**src/hdl/coordinate_compressor_unit_macros.svh**
```systemverilog
// Assertion macros for the coordinate compressor unit.
// Expects a clock named clk and an active-low reset named arst_n in scope.
`ifndef COORDINATE_COMPRESSOR_UNIT_MACROS_SVH
`define COORDINATE_COMPRESSOR_UNIT_MACROS_SVH

// Check that a condition holds at every clock edge outside reset.
`define CCU_CHECK(lbl, cond, msg) \
	lbl: assert property (@(posedge clk) disable iff (!arst_n) (cond)) else $error(msg);

// Check that a condition in one cycle implies another in the next cycle.
`define CCU_CHECK_NEXT(lbl, ante, cons, msg) \
	lbl: assert property (@(posedge clk) disable iff (!arst_n) (ante) |=> (cons)) \
		else $error(msg);

`endif

```
**src/hdl/ccu_ram.sv**
```systemverilog
// Generic single-write, single-read RAM with registered read data.
// No dependencies.
`timescale 1ns / 1ps

module ccu_ram #(
	parameter int WIDTH = 32,
	parameter int DEPTH = 64
) (
	input  logic                     clk,
	input  logic                     we,
	input  logic [$clog2(DEPTH)-1:0] waddr,
	input  logic [WIDTH-1:0]         wdata,
	input  logic                     re,
	input  logic [$clog2(DEPTH)-1:0] raddr,
	output logic [WIDTH-1:0]         rdata
);

	logic [WIDTH-1:0] mem_q [DEPTH];
	logic [WIDTH-1:0] rdata_q;

	always_ff @(posedge clk) begin
		if (we) begin
			mem_q[waddr] <= wdata;
		end
		if (re) begin
			rdata_q <= mem_q[raddr];
		end
	end

	assign rdata = rdata_q;

endmodule

```
**config.mk**
```make
export PLATFORM = sky130hd
export DESIGN_NAME = ccu_ram
export DESIGN_NICKNAME = d
export VERILOG_FILES = /design/src/hdl/coordinate_compressor_unit_macros.svh /design/src/hdl/ccu_ram.sv
export SDC_FILE = /design/constraint.sdc
export NUM_CORES = 2
export LEC_CHECK = 0
export ABC_AREA = 1
export CAP_MARGIN = 20
export CELL_PAD_IN_SITES_DETAIL_PLACEMENT = 1
export CELL_PAD_IN_SITES_GLOBAL_PLACEMENT = 1
export CORE_UTILIZATION = 46
export DETAILED_ROUTE_END_ITERATION = 16
export DONT_BUFFER_PORTS = 1
export PLACE_DENSITY_LB_ADDON = 0.12
export SLEW_MARGIN = 40
export SYNTH_ARGS = -nofsm -noshare
export SYNTH_HDL_FRONTEND = slang
export SYNTH_SLANG_ARGS = --single-unit
```
**constraint.sdc**
```tcl
create_clock -name clk -period 7.1 [get_ports clk]
set_clock_uncertainty 0.15 [all_clocks]
set_input_delay 1.065 -clock clk [delete_from_list [all_inputs] [get_ports clk]]
set_output_delay 1.065 -clock clk [all_outputs]
set_load 0.02 [all_outputs]
```
==> impl_metrics.toml <==
[run_status]
outcome = "finished clean"

[power_and_ir_drop]
total_power_mw = 25.6
p_leak_nw = 31.9
ir_worst_vdd_uv = 238
p_per_area_nw_per_um2 = 277

[synth]
synth-xor-area-share_pct = 0
synth-seq-cells = 2080
synth.avg_cell_area_um2 = 12.3
syn-num-nets = 6816
synth_area_um2 = 83100
synth_compound_area_share_pct = 0
yosys.area.top_type = "edfxtp_1"
seq_area_frac_synth_pct = 75.2
synth-simple-area-share_pct = 22.0
synth_fa_ha_area_share_pct = 0
synth.area.mux_share_pct = 0
synth_top_family_by_area = "simple AND/OR/NAND/NOR gates"
ys_types = 15
synth_top_area_share_pct = 75.2
ys.warnings.count = 0
netlist_instances = 6769
ys_top_cells_by_area = "edfxtp_1, nand3_1, nand2_1"

[worst_setup_path]
end_kind = "register"
critPathLaunch = "raddr[0]"
critPathTopFamily = "buffers and inverters"
worstPathArrival_ns = 5.73
crit_chain = "buf_16 > buf_16 > buf_16 > clkinv_16 > buf_12 > nand2_1 > nand3_1 > nand3_1 > nand3_1 > nand3_1 > nand2_1 > nand2_1 > nand2_1"
slowest_delay_ns = 0.49
worst-setup-path-type = "in2reg"
start_kind = "input pin"
r2r_slack_ns = 4.90
path_max_fanout = 190
required_ns = 7.53
crit-reg2reg-launch = "mem_q[56][21]"
slowest_stage = "buf_12"
path_buf_inv = 5

[clock_network]
cts-htree-levels = 4
root_buffer = "clkbuf_16"
cts_sinks = 2080
cts_resized = 0
cts_setup_buffers = 0
cts_buffers = 214
tritoncts = "yes"
clock_latency_ns = 0.87
clock_tree.buffer_depth = 3
hold_buffers = 0
clkTransAtPathRegs_ns = 0.06

[layout]
fillers = 18033
layout_commonest_cell = "nand2_1"
finalNonFillerCells = 9204
postLayoutCellArea_um2 = 92200
ff_latch_area_um2 = 62500
syn2layout_area_growth_pct = 11.0
layout_common_cells = "nand2_1, edfxtp_1, nand3_1"
final_nets = 6715
drive_above_1_share_pct = 7.13
multi_input_area_um2 = 18800

[sta]
slew_headroom_pct = 33.4
post-route-period-util_pct = 74.6
period_minus_slack_ns = 5.29
tightest_slew_ns = 0.998
setup_viol = 0
clock.fmax_mhz = 189
slew_viol_final = 0
rsz0062_at_grt = "no"
finalHoldViolations = 0
tns_ns = 0

[die]
dieArea_um2 = 182000
io-pin-count = 79
core_um2 = 179000
die_x_um = 427
row_count = 155
fp.dieH_um = 427
start_util_pct = 46.5

[global_route]
grt_pass1_wl_mm = 397
grtUsageTotal_pct = 30.3
grt_overflow = 0
grt_max_degree = 1026
grt_pass1_vias = 56704
antenna_found_initial = 16

[place]
gp_congestion = 0.790
placed_area_um2 = 85400
dp_cells = 8798
port_buffers = 0
dp_hpwl_mm = 138

[detailed_routing]
via_per_inst = 5.98
wl_per_cell_um = 29.9
remaining_drc_errors = 0
antenna_left = 0
num_vias = 55073
finalWirelength_mm = 276
drt_first_pass_iters = 5
drtIter0Drc = 5902

[hold_path]
hold_start = "wdata[4]"
min_path_type = "in2reg"

[flow_run]
maxCapViolations = 0
==> sequential cells by signal, summed over array words and instances (netlist names) <==
| register | count |
|---|---|
| mem_q | 2048 |
| rdata | 32 |
==> cells by family after synthesis <==
group | Yosys count
simple gates | 4228
flops | 2080
buf+inv | 461
==> cell type report <==
class                           instances  area share (%)
Antenna cell                            9          0.0244
Clock inverter                        113           0.954
Sequential cell                      2080            67.7
Tap cell                             2355            3.20
Timing Repair Buffer                  132            1.52
Clock buffer                          275            6.10
Inverter                               12           0.103
Multi-Input combinational cell       4228            20.4
==> layer usage <==
metal	wire, µm	vias to the layer above	global-route usage [%]
li1	-	23982	-
met1	115000	28692	40.9
met2	132000	1979	50.0
met3	18500	414	4.58
met4	9870	6	10.9
met5	34	-	0
==> where the power goes <==
part | total, mW | internal, mW | switching, mW
clock network | 10.7 | 5.88 | 4.80
registers | 13.7 | 13.6 | 0.0839
logic | 1.17 | 0.323 | 0.850
total | 25.6 | 19.8 | 5.74
==> cell usage after synthesis <==
library cell  instances
nand3_1            1907
buf_2               282
buf_4                45
inv_4                 1
nand2_1            2248
nand4_1               9
nor4_1                8
edfxtp_1           2080
nor2_1               56
buf_8                 2
inv_1                 9
buf_1                40
inv_2                 2
clkbuf_1             77
buf_6                 3
==> stage by stage <==
step | utilization, % | worst slack [ns] | hold WS, ns
after global routing | 51.6 | 1.91 | 0.111
after CTS | 51.4 | 3.64 | 0.0834
after floorplan | - | 1.76 | 0.647
final | 51.6 | 1.81 | 0.154
after global placement | 47.6 | 2.70 | 0.716
after detailed placement | 47.8 | 2.71 | 0.732
==> final timing paths <==
path	to	cells past startpoint
max reg2reg	rdata[21]	8
min	mem_q[53][4]	0
min reg2reg	rdata[20]	8
max	rdata[21]	13
Power figures use the tool's default switching activity.
