## src/hdl/coordinate_compressor_unit_macros.svh

```systemverilog
// Assertion macros for the coordinate compressor unit.
// Expects a clock named clk and an active-low reset named arst_n in scope.
`ifndef COORDINATE_COMPRESSOR_UNIT_MACROS_SVH
`define COORDINATE_COMPRESSOR_UNIT_MACROS_SVH

// Check that a condition holds at every clock edge outside reset.
`define CCU_CHECK(lbl, cond, msg) \
	lbl: assert property (@(posedge clk) disable iff (!arst_n) (cond)) else $error(msg);

// Check that a condition in one cycle implies another in the next cycle.
`define CCU_CHECK_NEXT(lbl, ante, cons, msg) \
	lbl: assert property (@(posedge clk) disable iff (!arst_n) (ante) |=> (cons)) \
		else $error(msg);

`endif

```

## src/hdl/ccu_count.sv

```systemverilog
// Turns a thermometer flag vector into the count of its set flags.
// No dependencies.
`timescale 1ns / 1ps

module ccu_count #(
	parameter int N = 64
) (
	input  logic [N-1:0]           therm,
	output logic [$clog2(N+1)-1:0] count
);

	localparam int CW = $clog2(N + 1);

	logic [N:0] edge_hot;

	// Mark the single position where the flags drop from one to zero.
	always_comb begin
		edge_hot[0] = ~therm[0];
		for (int i = 1; i < N; i++) begin
			edge_hot[i] = therm[i-1] & ~therm[i];
		end
		edge_hot[N] = therm[N-1];
	end

	always_comb begin
		count = '0;
		for (int i = 0; i <= N; i++) begin
			if (edge_hot[i]) begin
				count = count | CW'(i);
			end
		end
	end

endmodule

```

## config.mk

```make
export PLATFORM = sky130hd
export DESIGN_NAME = ccu_count
export DESIGN_NICKNAME = d
export VERILOG_FILES = /design/src/hdl/coordinate_compressor_unit_macros.svh /design/src/hdl/ccu_count.sv
export SDC_FILE = /design/constraint.sdc
export NUM_CORES = 1
export LEC_CHECK = 0
export BUFFER_PORTS_ARGS = -buffer_cell sky130_fd_sc_hd__buf_2
export CORE_ASPECT_RATIO = 0.7
export CORE_MARGIN = 2
export CORE_UTILIZATION = 35
export DETAILED_ROUTE_END_ITERATION = 8
export GPL_TIMING_DRIVEN = 0
export PLACE_DENSITY = 0.8
export SETUP_SLACK_MARGIN = 0.4
export SLEW_MARGIN = 20
export SYNTH_ARGS = -nofsm -noshare
export SYNTH_HDL_FRONTEND = slang
export SYNTH_SLANG_ARGS = --single-unit
```

## constraint.sdc

```tcl
create_clock -name vclk -period 1
set_clock_uncertainty 0.2 [all_clocks]
set_input_delay 0.1 -clock vclk [all_inputs]
set_output_delay 0.1 -clock vclk [all_outputs]
set_load 0.01 [all_outputs]
```

==> metrics.txt, run 1 <==
Initial DRC Count 76; Hold Buf Count CTS 0; vias in the first global route 1,131; vias per inst 5.72; Leak Pwr 0.724 nW; HPWL Detailed 2.79 mm; All-Layer GR Usage 24.6%; Clk network pwr share 0%; Internal 307 uW; Storage cell area 0 um2; final WL 3.41 mm; failing checks negative setup slack; Placed Cells 215; slowest CP cell nor4_4; area leader, netlist nand2b_1; FFs & Latches 0; Finished Core Util 70.3%; critical path arrival 1130 ps; Die X 59.6 um; max_slew headroom about 76%; syn nets 184; filler cell count 177; Worst Path Required 700 ps; worst hold slack 239 ps; post-route ant nets 0; CP Capture Type output pin; final hold vios 0; footprint of the multi-input gates 886 um2; critical path class primary input to output pin; Synth top area share approximately a quarter; MaxCap Viol Count 0; fmax 699 MHz; pre-CTS setup slack -430 ps; initial antenna violation count 0; top cells by area, synth nand2b_1 24%, o2111ai_1 14%, inv_1 9.9%, or2b_1 6.9%, nand4_1 6.6%; share of layout cells above drive strength 1 57.2%; Detailed Routing Iterations Pass 1 4; Finished Layout Cells between 200 and 250; Reg power frac 0%; cells along the critical path buf_6 -> or2b_1 -> o2111ai_4 -> nor4_4 -> nand3_1 -> buf_2; ANT cells 0; power density cells 404 mW/mm2; fin crit share 143%; full die area around 0.0026 mm2; Syn Inst Count 120; min Tclk post-route roughly 1400 ps; crit path max fanout 2; number of distinct library cells after synthesis 18; Vias 1,248; total congestion overflow 0; Initial Utilization 36.1%; Ys Warns 0; routed len/inst 15.6 um; post-synthesis sequential area ratio 0%; Final nets between 200 and 300; top cells by count, synth 29 x nand2b_1, 20 x inv_1, 12 x o2111ai_1, 8 x nand4_1, 8 x o21ai_0; total core area 0.00210 mm2; Port Buffers 71; Hold Crit Class primary input to output pin; count of pins over their slew limit 0; Syn-to-layout area delta 94.9%; CP Launch Type primary input; gpl congestion 0.900; syn_area_per_cell between 6 and 7 um2; # clk buffers 0; Switching Fraction slightly below 50%; total power 597 uW; post-route setup slack -430 ps; crit-path max cell delay about 330 ps; run status finished with violations; maximum vdd drop approximately 0.00021 V; RSZ-0062 raised after global routing true; first-pass GRT wire length ~4.9 mm; worst hold stages 3; # DRC 0; combinational power share 100.0%; Setup crit end count[4]; most common cell in the netlist nand2b_1; Setup crit start therm[48]; synthesized area 758 um2; Final setup violation count 6; worst slew pin tran between 300 and 400 ps; Site Rows 14; die span in y 42.9 um; sw power 290 uW; largest net degree at the start of global routing 4; I/O pin cnt 71
worst max-delay path: cells and delay by family:
kind,cells,cell delay (ps)
AO/OA/AOI/OAI,1,130
AND/OR/NAND/NOR,3,640
buffers and inverters,2,250
final cells by class:
cell class	count	area share, %
Tap cell	24	2.03
Buffer	1	0.762
Multi-Input combinational cell	99	59.9
Timing Repair Buffer	74	32.2
Inverter	20	5.08
logic make-up (layout without fill, tap and decap cells):
| logic type | after synthesis | after routing | synth area share [%] |
|---|---|---|---|
| AOI/OAI and AO/OA | 26 | 26 | 28.4 |
| buffers and inverters | 21 | 95 | 10.9 |
| and+or+nand+nor | 73 | 73 | 60.7 |
worst min path at each step:
stage,from,slack (ps),endpoint
finish,therm[63],240,count[6]
global route,therm[63],240,count[6]
CTS,therm[63],230,count[6]
detailed placement,therm[63],280,count[6]
global placement,therm[63],280,count[6]
floorplan,therm[63],90,count[6]
per-stage QoR:
stage	area [um2]	TNS, ps
after floorplan	817	-273
after global placement	1200	-2160
after detailed placement	1200	-2170
after CTS	1350	-2040
after global routing	1480	-2450
final	1480	-2090
cell usage in the layout (no fill, tap or decap), drive strengths merged:
cell     Yosys  final
buf          1     75
nand2b      34     34
inv         20     20
o2111ai     15     15
nand4        8      8
o21ai        8      8
or2b         7      7
nand3        7      7
nor3         7      7
nor4         5      5
nor2         4      4
o2bb2ai      1      1
o221ai       1      1
nand2        1      1
a21boi       1      1
timing repair:
item                                    in CTS  in global routing
setup buffers                                1                  2
endpoints found under the setup margin       7                  7
pin swaps                                    8                  9
resized for setup                           28                 21
routing by layer:
layer | GRT usage [%] | vias up | wire length [um]
li1 | - | 593 | -
met1 | 37.1 | 577 | 1490
met2 | 39.1 | 72 | 1560
met3 | 0.915 | 6 | 309
met4 | 4.00 | 0 | 50
met5 | 0 | - | 0
power groups by stage:
stage               logic [mW]  registers [mW]  clock network, mW
detailed placement       0.448               0                  0
global route             0.637               0                  0
CTS                      0.525               0                  0
global placement         0.444               0                  0
finish                   0.597               0                  0
floorplan                0.234               0                  0
Power figures use the tool's default switching activity.
==> run 2, diff against run 1 <==
--- a/config.mk
+++ b/config.mk
@@ -7,7 +7,7 @@
 export LEC_CHECK = 0
 export BUFFER_PORTS_ARGS = -buffer_cell sky130_fd_sc_hd__buf_2
 export CORE_ASPECT_RATIO = 0.7
-export CORE_MARGIN = 2
+export CORE_MARGIN = 1.5
 export CORE_UTILIZATION = 35
 export DETAILED_ROUTE_END_ITERATION = 8
 export GPL_TIMING_DRIVEN = 0
==> metrics.txt, run 2 (synthesis gave the netlist of run 1 again) <==
HPWL Detailed 2.74 mm (-2.0%); crit-path max cell delay 320 ps (about the same); final WL 3.50 mm (+2.6%); worst hold stages 3 (unchanged); Largest delay share family, worst path simple AND/OR/NAND/NOR gates; Die X 58.6 um (-1.7%); Worst Path Required 700 ps (about the same); Detailed Routing Iterations Pass 1 4 (unchanged); total core area 0.00195 mm2 (-7.1%); count of pins over their slew limit 0 (unchanged); fmax 694 MHz (-0.78%); Final setup violation count 6 (unchanged); full die area 0.00246 mm2 (-4.0%); fin crit share 144% (+1.1 points); largest net degree at the start of global routing 4 (unchanged); pre-CTS setup slack -434 ps (-4.15 ps); ANT cells 0 (unchanged); first-pass GRT wire length 5.18 mm (+5.4%); GR Util met1 36.6% (-0.44 points); max_slew headroom 75.0% (-0.50 points); setup TNS -2230 ps (-141 ps); post-route setup slack -442 ps (-11.2 ps); Hold EP count[6]; vias per inst 6.07 (+6.1%); run status finished with violations; critical path arrival 1140 ps (about the same); Hold Crit Class primary input to output pin; met2 global-route usage 44.5% (+5.4 points); power density cells 408 mW/mm2 (+0.91%); gpl congestion 0.891 (-0.91%); # clk buffers 0 (unchanged); All-Layer GR Usage 26.6% (+1.9 points); commonest non-fill, non-tap cell in the layout buf_2; RSZ-0062 raised after global routing true; post-route ant nets 0 (unchanged); CP Launch Type primary input; # DRC 0 (unchanged); DP Area 0.00120 mm2 (-0.21%); MaxCap Viol Count 0 (unchanged); Syn-to-layout area delta 92.2%; routed len/inst 16.1 um (+3.1%); Port Buffers 71 (unchanged); Final nets 261 (+0.38%); initial antenna violation count 0 (unchanged); I/O pin cnt 71 (unchanged); most used routing layer met2; min Tclk post-route 1440 ps (+11.2 ps); Leak Pwr 0.716 nW (-1.2%); CP Capture Type output pin; Storage cell area 0 um2 (unchanged); worst slew pin tran 370 ps (+7.38 ps); share of layout cells above drive strength 1 54.4% (-2.9 points); slowest CP cell nor4_4; maximum vdd drop 0.000276 V (+34%); crit path max fanout 2 (unchanged); final hold vios 0 (unchanged); total congestion overflow 0 (unchanged); cells along the critical path buf_6 -> or2b_1 -> o2111ai_4 -> nor4_4 -> nand4_1 -> buf_2; Initial DRC Count 79 (+3.9%); Site Rows 13 (-1); Vias 1,318 (+5.6%); FFs & Latches 0 (unchanged); number of buffers and inverters on the critical path 2 (unchanged); final std cell area, no fill 0.00146 mm2 (-1.4%); filler cell count 133 (-25%); min-delay src therm[63]; vias in the first global route 1,133 (+0.18%); met3 Use GR 2.80% (+1.9 points); Initial Utilization 38.8% (+2.8 points); die span in y 41.9 um (-2.3%); failing checks negative setup slack; critical path class primary input to output pin; most frequent cells in the layout 59 x buf_2, 20 x inv_1, 19 x nand2b_1, 13 x nand2b_4, 13 x buf_6
run 2: how the worst max path moves through the flow:
stage	startpoint	end	slack [ps]	depth (start not counted)
global route	therm[48]	count[5]	-540	7
CTS	therm[56]	count[0]	-400	6
floorplan	therm[48]	count[0]	-130	4
global placement	therm[61]	count[0]	-420	6
finish	therm[56]	count[0]	-440	6
detailed placement	therm[61]	count[0]	-430	6
run 2: per-stage QoR:
| step | hold WS, ps | utilization (%) | std cells | power [mW] |
|---|---|---|---|---|
| after floorplan | 91.8 | - | 120 | 0.234 |
| after global placement | 279 | 61.5 | 213 | 0.437 |
| after detailed placement | 294 | 61.5 | 213 | 0.446 |
| after CTS | 238 | 71.3 | 216 | 0.543 |
| after global routing | 243 | 74.7 | 217 | 0.630 |
| final | 238 | 74.7 | 217 | 0.594 |
run 2: final cells by class:
type	instances	area (um2)	share of cell area (%)
multi-input combinational	99	876	60.1
timing repair buffer	75	468	32.1
inverter	20	75.1	5.15
tap	22	27.5	1.89
buffer	1	11.3	0.773
run 2: metal layers:
layer  up-vias  share of wire [%]
li1        597                  -
met1       604                 40
met2       106                 46
met3        11                 12
met4         0                2.0
met5         -                  0
run 2: where the power goes:
part           switching [mW]  internal, mW  leakage [nW]
Combinational           0.293         0.301         0.716
Sequential                  0             0             0
Clock                       0             0             0
run 2: tightest hold or removal path: cells and delay by family:
| kind | cells | cell delay, ps |
|---|---|---|
| buffers and inverters | 3 | 240 |
run 2: what timing repair did:
action,4_1_cts,5_1_grt
hold endpoints to repair,0,0
hold buffers,0,0
setup buffers,3,1
pin swaps,6,5
setup endpoints to repair,7,7
resized for setup,24,15
