[src/hdl/coordinate_compressor_unit_macros.svh]
// Assertion macros for the coordinate compressor unit.
// Expects a clock named clk and an active-low reset named arst_n in scope.
`ifndef COORDINATE_COMPRESSOR_UNIT_MACROS_SVH
`define COORDINATE_COMPRESSOR_UNIT_MACROS_SVH

// Check that a condition holds at every clock edge outside reset.
`define CCU_CHECK(lbl, cond, msg) \
	lbl: assert property (@(posedge clk) disable iff (!arst_n) (cond)) else $error(msg);

// Check that a condition in one cycle implies another in the next cycle.
`define CCU_CHECK_NEXT(lbl, ante, cons, msg) \
	lbl: assert property (@(posedge clk) disable iff (!arst_n) (ante) |=> (cons)) \
		else $error(msg);

`endif

[src/hdl/ccu_pkg.sv]
// Shared types for the coordinate compressor unit.
// No dependencies; used by the cell, the top module and the testbench.
`timescale 1ns / 1ps

package ccu_pkg;

	localparam int DATA_W = 32;

	typedef enum logic [1:0] {
		CMD_LOAD    = 2'd0,
		CMD_LOWER   = 2'd1,
		CMD_UPPER   = 2'd2,
		CMD_RESTORE = 2'd3
	} cmd_t;

	typedef struct packed {
		logic [1:0]               command;
		logic signed [DATA_W-1:0] operand;
		logic                     batch_end;
	} in_item_t;

	typedef struct packed {
		logic signed [DATA_W-1:0] answer;
		logic                     run_end;
		logic                     overflow;
	} out_item_t;

	// Flags one cell hands to its right-hand neighbor.
	typedef struct packed {
		logic vld;  // cell holds a value
		logic lt;   // held value is below the broadcast key
		logic eq;   // held value equals the broadcast key
	} cell_link_t;

endpackage

[src/hdl/ccu_cell.sv]
// One cell of the sorted distinct-value chain.
// Depends on ccu_pkg for the neighbor link type.
`timescale 1ns / 1ps

module ccu_cell import ccu_pkg::*; #(
	parameter int WIDTH = 32
) (
	input  logic                    clk,
	input  logic                    arst_n,
	input  logic                    clr,       // treat the chain as empty
	input  logic                    ins,       // insert key this cycle
	input  logic                    hit,       // some cell already holds the key
	input  logic signed [WIDTH-1:0] key,
	input  cell_link_t              left_link,
	input  logic signed [WIDTH-1:0] left_data,
	output cell_link_t              link,
	output logic signed [WIDTH-1:0] data
);

	logic                    vld_q;
	logic signed [WIDTH-1:0] data_q;
	logic                    vld_eff;
	logic                    take_key;
	logic                    take_left;

	assign vld_eff  = vld_q & ~clr;
	assign link.vld = vld_eff;
	assign link.lt  = vld_eff && (data_q < key);
	assign link.eq  = vld_eff && (data_q == key);

	// Take the key where it lands between the left value and ours; shift right
	// when the left value is above the key. An equal value anywhere blocks both.
	assign take_key  = !link.lt && !link.eq && left_link.lt;
	assign take_left = !hit && left_link.vld && !left_link.lt && !left_link.eq;

	always_ff @(posedge clk or negedge arst_n) begin
		if (!arst_n) begin
			vld_q <= 1'b0;
		end else if (ins) begin
			vld_q <= vld_eff | take_key | take_left;
		end
	end

	always_ff @(posedge clk) begin
		if (ins) begin
			if (take_key) begin
				data_q <= key;
			end else if (take_left) begin
				data_q <= left_data;
			end
		end
	end

	assign data = data_q;

endmodule

[config.mk]
export PLATFORM = sky130hd
export DESIGN_NAME = ccu_cell
export DESIGN_NICKNAME = d
export VERILOG_FILES = /design/src/hdl/coordinate_compressor_unit_macros.svh /design/src/hdl/ccu_pkg.sv /design/src/hdl/ccu_cell.sv
export SDC_FILE = /design/constraint.sdc
export NUM_CORES = 1
export LEC_CHECK = 0
export BUFFER_PORTS_ARGS = -buffer_cell sky130_fd_sc_hd__buf_2
export CAP_MARGIN = 15
export CORE_MARGIN = 2
export CORE_UTILIZATION = 50
export DETAILED_ROUTE_END_ITERATION = 16
export GPL_ROUTABILITY_DRIVEN = 0
export PLACE_DENSITY = 0.84
export RECOVER_POWER = 50
export SETUP_SLACK_MARGIN = 0.5
export SYNTH_ARGS = -nofsm -noshare
export SYNTH_HDL_FRONTEND = slang
export SYNTH_SLANG_ARGS = --single-unit
[constraint.sdc]
create_clock -name clk -period 8.25 [get_ports clk]
set_input_delay 0.4125 -clock clk [delete_from_list [all_inputs] [get_ports clk]]
set_output_delay 0.4125 -clock clk [all_outputs]
set_load 0.02 [all_outputs]
==> results of run 1 <==
worst paths after layout:
| path | endpoint | start | depth (start not counted) |
|---|---|---|---|
| max | data[8] | data[31] | 9 |
| min | data[12] | left_data[12] | 2 |
| max reg2reg | data[8] | data[31] | 9 |
| min reg2reg | vld_q | vld_q | 1 |
| max in group asynchronous | vld_q | arst_n | 2 |
| min in group asynchronous | vld_q | arst_n | 2 |
worst register-to-register path, cell delays in order (launching register included):
cell       delay, ns
edfxtp_1        0.40
ha_1            0.43
nand4_4         0.14
nor4_1          0.51
nor3b_1         0.32
a2111oi_0       0.17
nor2_4          0.14
clkbuf_1        1.61
o21a_1          0.62
buf_4           0.40
per-layer routing:
| layer | routed length [um] | vias up | GRT usage [%] |
|---|---|---|---|
| met2 | 2430 | 70 | 31.8 |
| li1 | - | 956 | - |
| met5 | 0 | - | 0 |
| met1 | 2360 | 841 | 24.4 |
| met3 | 353 | 6 | 4.88 |
| met4 | 56 | 0 | 6.15 |
through the flow:
| step | cells | setup slack [ns] |
|---|---|---|
| 6_report | 383 | 3.17 |
| 5_1_grt | 383 | 2.72 |
| 4_1_cts | 383 | 4.59 |
| 3_5_place_dp | 374 | 4.48 |
| 3_3_place_gp | 374 | 4.63 |
| 2_1_floorplan | 203 | 4.90 |
cells by family (layout without fill, tap and decap cells):
kind of cell / after synthesis / in the layout / share of synthesized area (%)
AO/OA/AOI/OAI: 30 / 30 / 7.80
XOR/XNOR: 1 / 1 / 0.354
adder cells (fa/ha/maj): 32 / 32 / 16.2
buffers and inverters: 41 / 154 / 8.35
flip-flops: 33 / 33 / 39.9
multiplexers: 32 / 32 / 18.8
AND/OR/NAND/NOR: 34 / 34 / 8.56
synthesized netlist by cell type (all sizes together):
cell type / count / area [um^2]
a2111oi: 1 / 15.0
a211o: 1 / 8.76
a211oi: 1 / 7.51
a21boi: 1 / 7.51
a21o: 2 / 15.0
a21oi: 15 / 75.1
a221oi: 1 / 15.0
buf: 4 / 67.6
dfrtp: 1 / 25.0
edfxtp: 32 / 961
ha: 32 / 400
inv: 37 / 139
mux2: 32 / 465
nand2: 13 / 48.8
nand2b: 1 / 6.26
nand3: 4 / 20.0
nand4: 6 / 52.6
nor2: 3 / 18.8
nor3: 2 / 10.0
nor3b: 1 / 12.5
nor4: 3 / 33.8
nor4b: 1 / 8.76
o211ai: 1 / 7.51
o21a: 1 / 7.51
o21ai: 5 / 25.0
o22a: 1 / 8.76
xor2: 1 / 8.76
layout make-up:
cell class / instances / area [um^2] / share of cell area, %
Multi-Input combinational cell: 129 / 1210 / 40.2
Timing Repair Buffer: 109 / 508 / 16.9
Clock inverter: 3 / 12.5 / 0.416
Clock buffer: 5 / 68.8 / 2.29
Tap cell: 67 / 83.8 / 2.79
Inverter: 37 / 139 / 4.62
Sequential cell: 33 / 986 / 32.8
state kept, by name (all words and copies together), names as in the netlist:
| register | cells |
|---|---|
| data | 32 |
| vld_q | 1 |
power breakdown:
| part | total, mW | switching (mW) | leakage [nW] | internal (mW) |
|---|---|---|---|---|
| clock network | 0.116 | 0.0591 | 0.0430 | 0.0568 |
| registers | 0.209 | 0.00720 | 0.311 | 0.201 |
| logic | 0.132 | 0.0704 | 1.11 | 0.0613 |
repair_timing:
item                                    4_1_cts  5_1_grt
hold endpoints to repair                      1        0
endpoints found under the setup margin        0        0
hold buffers                                  1        0
==> flow_summary_export.csv, run 1 <==
group,metric,value,unit
yosys,postSynthCellCount,203,
global_routing,antenna_found_initial,0,
cts,htree_levels,2,
final_layout,insertedDiodeCount,0,
yosys,synth-seq-cells,33,
timing,slew_headroom,-50.9,%
worst_setup_path,cp-end-kind,"register",
global_routing,grt_pass1_vias,1812,
placed_design,place_hpwl,4170,um
floorplanning,core-area,4750,um^2
status,outcome,"finished with violations",
worst_setup_path,cp_top_family,"buffers and inverters",
global_routing,grt_pass1_wl,8020,um
drt,drc,0,
drt,viasPerCell,4.89,
power,leakage,1.46,nW
worst_setup_path,cpMaxStageDelayCell,"clkbuf_1",
worst_setup_path,cp-start-kind,"register",
final_layout,fin_nets,419,
timing,rsz0062_at_grt,"false",
cts,cts_inserted_buffers,5,
timing,final-hold-violation-count,0,
placed_design,placedInstanceArea,3030,um^2
yosys,yosysSeqAreaShare,39.9,%
timing,fin_crit,5.08,ns
floorplanning,pin_count,107,
floorplanning,initial_utilization,52.0,%
global_routing,grtUsageTotal,19.1,%
cts,cts.sinks,33,
timing,drv_slew,35,
drt,num_vias,1873,
cts,cts_tree,"yes",
floorplanning,std_cell_rows,25,
global_routing,grt_max_degree,35,
final_layout,n_fill_cell,431,
yosys,syn_area,2470,um^2
floorplanning,die_x,74.3,um
timing,worst_pin_slew,2.26,ns
yosys,ys_types,33,
final_layout,final_common_cell,"buf_2",
drt,ant_nets,0,
power,pwr_density_cell,152,nW/um^2
worst_setup_path,worstPathCellList,"ha_1 > nand4_4 > nor4_1 > nor3b_1 > a2111oi_0 > nor2_4 > clkbuf_1 > o21a_1 > buf_4",
yosys,ys.warnings.count,0,
cts,clk_pin_slew,0.07,ns
drt,wl_per_cell,13.6,um
cts,cts.path.max_buffers,2,
placed_design,io_buffers,106,
drt,drtIter0Drc,68,
power,ir_worst_vdd,83.3,uV
final_layout,final_cell_mix,"71 x buf_2, 37 x inv_1, 36 x clkbuf_1",
worst_setup_path,worstPathArrival,5.04,ns
status,violations,"capacitance limit, slew limit",
yosys,synth_area_per_cell,12.2,um^2
drt,routed_wl,5200,um
final_layout,drive_gt1_share,32.3,%
floorplanning,die-area,5520,um^2
worst_setup_path,setup.worst_path.class,"reg -> reg",
floorplanning,fp.dieH,74.3,um
timing,finClkSkew,0.00586,ns
timing,max_freq,197,MHz
timing,hold_ws,0.409,ns
run,cap_violations,1,
global_routing,overflow,0,
worst_setup_path,cp_num_buf_inv,2,
final_layout,finalCoreUtilization,63.3,%
final_layout,fin_area,3010,um^2
min_path,hold_class,"in -> reg",
worst_setup_path,cp_max_fo,34,
drt,first_pass_iters,4,
cts,clock_latency,0.28,ns
cts,cts_setup_buffers,0,
final_layout,syn_to_final_growth,21.8,%
timing,tns,0,ns
worst_setup_path,worstPathRequired,8.21,ns
timing,period_share,61.5,%
worst_setup_path,r2r_slack,3.17,ns
timing,setup_viol,0,
yosys,syn_nets,307,
cts,cts-root-buf,"clkbuf_8",
cts,cts_resized,0,
power,total_power,456,uW
worst_setup_path,cp_slowest_stage_delay,1.61,ns
No activity file was read; power rests on OpenSTA's default activity.
==> run 2, diff against run 1 <==
--- a/config.mk
+++ b/config.mk
@@ -8,10 +8,10 @@
 export BUFFER_PORTS_ARGS = -buffer_cell sky130_fd_sc_hd__buf_2
 export CAP_MARGIN = 15
 export CORE_MARGIN = 2
-export CORE_UTILIZATION = 50
+export CORE_UTILIZATION = 44
 export DETAILED_ROUTE_END_ITERATION = 16
 export GPL_ROUTABILITY_DRIVEN = 0
-export PLACE_DENSITY = 0.84
+export PLACE_DENSITY = 0.78
 export RECOVER_POWER = 50
 export SETUP_SLACK_MARGIN = 0.5
 export SYNTH_ARGS = -nofsm -noshare
==> constraint.sdc (replaced) <==
create_clock -name clk -period 4.3 [get_ports clk]
set_input_delay 0.215 -clock clk [delete_from_list [all_inputs] [get_ports clk]]
set_output_delay 0.215 -clock clk [all_outputs]
set_load 0.02 [all_outputs]
==> run 2 against run 1 <==
- the flow now finishes without violations
- clock skew barely moved
- sequential cell count did not move
- utilization fell by 7.6 points
- clock power rose by 84%
- final cell count rose by 1.3%
- critical path type unchanged
- highest routed layer unchanged
==> flow_summary_export.csv, run 2 (synthesized netlist as in run 1, its figures left out) <==
group,metric,value,unit
final_layout,final_cell_mix,"71 x buf_2, 37 x inv_1, 36 x clkbuf_1",
worst_setup_path,r2r_end,"data[31]",
drt,routed_wl,5460,um
min_path,hold_class,"in -> reg",
final_layout,drive_gt1_share,34.8,%
timing,period_share,75.1,%
cts,clock_latency,0.28,ns
worst_setup_path,cp_num_buf_inv,1,
global_routing,grt_pass1_wl,8820,um
cts,cts.sinks,33,
worst_setup_path,reg2reg_depth,8,
drt,num_vias,1920,
cts,cts_tree,"yes",
timing,tns,0,ns
drt,drtIter0Drc,84,
final_layout,fin_area,3050,um^2
cts,clk_pin_slew,0.06,ns
timing,setup_viol,0,
min_path,min_to,"vld_q",
final_layout,fin_nets,420,
status,outcome,"finished, final reports clean",
timing,hold_ws,0.202,ns
placed_design,placedInstanceArea,3060,um^2
cts,htree_levels,2,
timing,setup_slack,1.07,ns
floorplanning,pin_count,107,
worst_setup_path,cp-start-kind,"register",
min_path,worstHoldPathCells,2,
global_routing,overflow,0,
timing,drv_slew,0,
drt,first_pass_iters,4,
timing,fin_crit,3.23,ns
min_path,hold_start,"ins",
floorplanning,std_cell_rows,27,
final_layout,largest_reg_flops,32,
floorplanning,core-area,5470,um^2
cts,cts.path.max_buffers,2,
floorplanning,fp.dieH,78.9,um
placed_design,io_buffers,106,
worst_setup_path,worstPathCellList,"ha_1 > nand4_1 > nor4_1 > nor3b_1 > a2111oi_0 > nor2_4 > buf_12 > mux2_2",
drt,viasPerCell,4.95,
cts,cts_inserted_buffers,5,
global_routing,grtUsageTotal,18.3,%
worst_setup_path,r2r_slack,1.07,ns
worst_setup_path,worstPathRequired,4.33,ns
placed_design,dp.cells,380,
power,pwr_density_cell,286,nW/um^2
final_layout,insertedDiodeCount,0,
final_layout,final_common_cell,"buf_2",
final_layout,finalCoreUtilization,55.7,%
global_routing,antenna_found_initial,0,
global_routing,grt_max_degree,26,
worst_setup_path,cp-end-kind,"register",
final_layout,syn_to_final_growth,23.4,%
placed_design,place_hpwl,4420,um
run,cap_violations,0,
worst_setup_path,cp_top_family,"simple AND/OR/NAND/NOR gates",
cts,cts-root-buf,"clkbuf_8",
worst_setup_path,worstPathArrival,3.26,ns
worst_setup_path,cp_max_fo,25,
placed_design,pre_cts_ws,1.32,ns
timing,slew_headroom,48.5,%
worst_setup_path,cp_slowest_stage_delay,0.50,ns
final_layout,layout.cells.non_filler,388,
power,leakage,1.50,nW
floorplanning,die_x,78.9,um
worst_setup_path,r2r_start,"data[31]",
drt,wl_per_cell,14.1,um
cts,cts_resized,0,
floorplanning,initial_utilization,45.2,%
global_routing,grt_pass1_vias,1977,
timing,max_freq,310,MHz
power,ir_worst_vdd,141,uV
worst_setup_path,setup.worst_path.class,"reg -> reg",
timing,final-hold-violation-count,0,
timing,rsz0062_at_grt,"false",
timing,worst_pin_slew,0.753,ns
floorplanning,die-area,6230,um^2
timing,finClkSkew,0.00568,ns
drt,drc,0,
drt,ant_nets,0,
power,total_power,873,uW
worst_setup_path,cpMaxStageDelayCell,"nor4_1",
[run 2: changes by cell type in the layout (fill, tap and decap cells not counted)]
| cell | delta |
|---|---|
| clkinv_2 | -1 |
| mux2_4 | +8 |
| nand4_4 | -1 |
| mux2_1 | -8 |
| clkinv_1 | -1 |
| nand4_1 | +1 |
| buf_4 | +1 |
| buf_12 | +1 |
[run 2: worst max path at each step]
| stage | from | end | slack (ns) | cells past startpoint |
|---|---|---|---|---|
| floorplan | data[31] | data[0] | 0.95 | 8 |
| global placement | data[27] | data[0] | 1.42 | 8 |
| detailed placement | data[31] | data[0] | 1.32 | 8 |
| CTS | data[31] | data[0] | 1.32 | 8 |
| global route | data[31] | data[2] | 0.77 | 8 |
| finish | data[31] | data[31] | 1.07 | 8 |
[run 2: final cells by class]
| class | instances | area (um^2) |
|---|---|---|
| inverter | 37 | 139 |
| clock buffer | 6 | 72.6 |
| fill | 517 | 2420 |
| timing repair buffer | 110 | 532 |
| sequential | 33 | 986 |
| clock inverter | 1 | 3.75 |
| tap | 72 | 90.1 |
| multi-input combinational | 129 | 1230 |
[run 2: where the power goes]
part | internal (mW) | leakage (nW) | switching, mW
clock network | 0.109 | 0.0387 | 0.105
registers | 0.386 | 0.311 | 0.0125
logic | 0.123 | 1.15 | 0.137
total | 0.618 | 1.50 | 0.255
[run 2: routing by layer]
layer	track usage [%]	vias to the layer above	part of all wire [%]
li1	-	955	-
met2	32.8	72	49
met3	3.52	5	5.5
met4	3.62	0	0.88
met1	23.0	888	44
met5	0	-	0
[run 2: repair_timing]
action	4_1_cts	5_1_grt
setup buffers	0	0
endpoints found under the hold margin	1	0
hold buffers	1	0
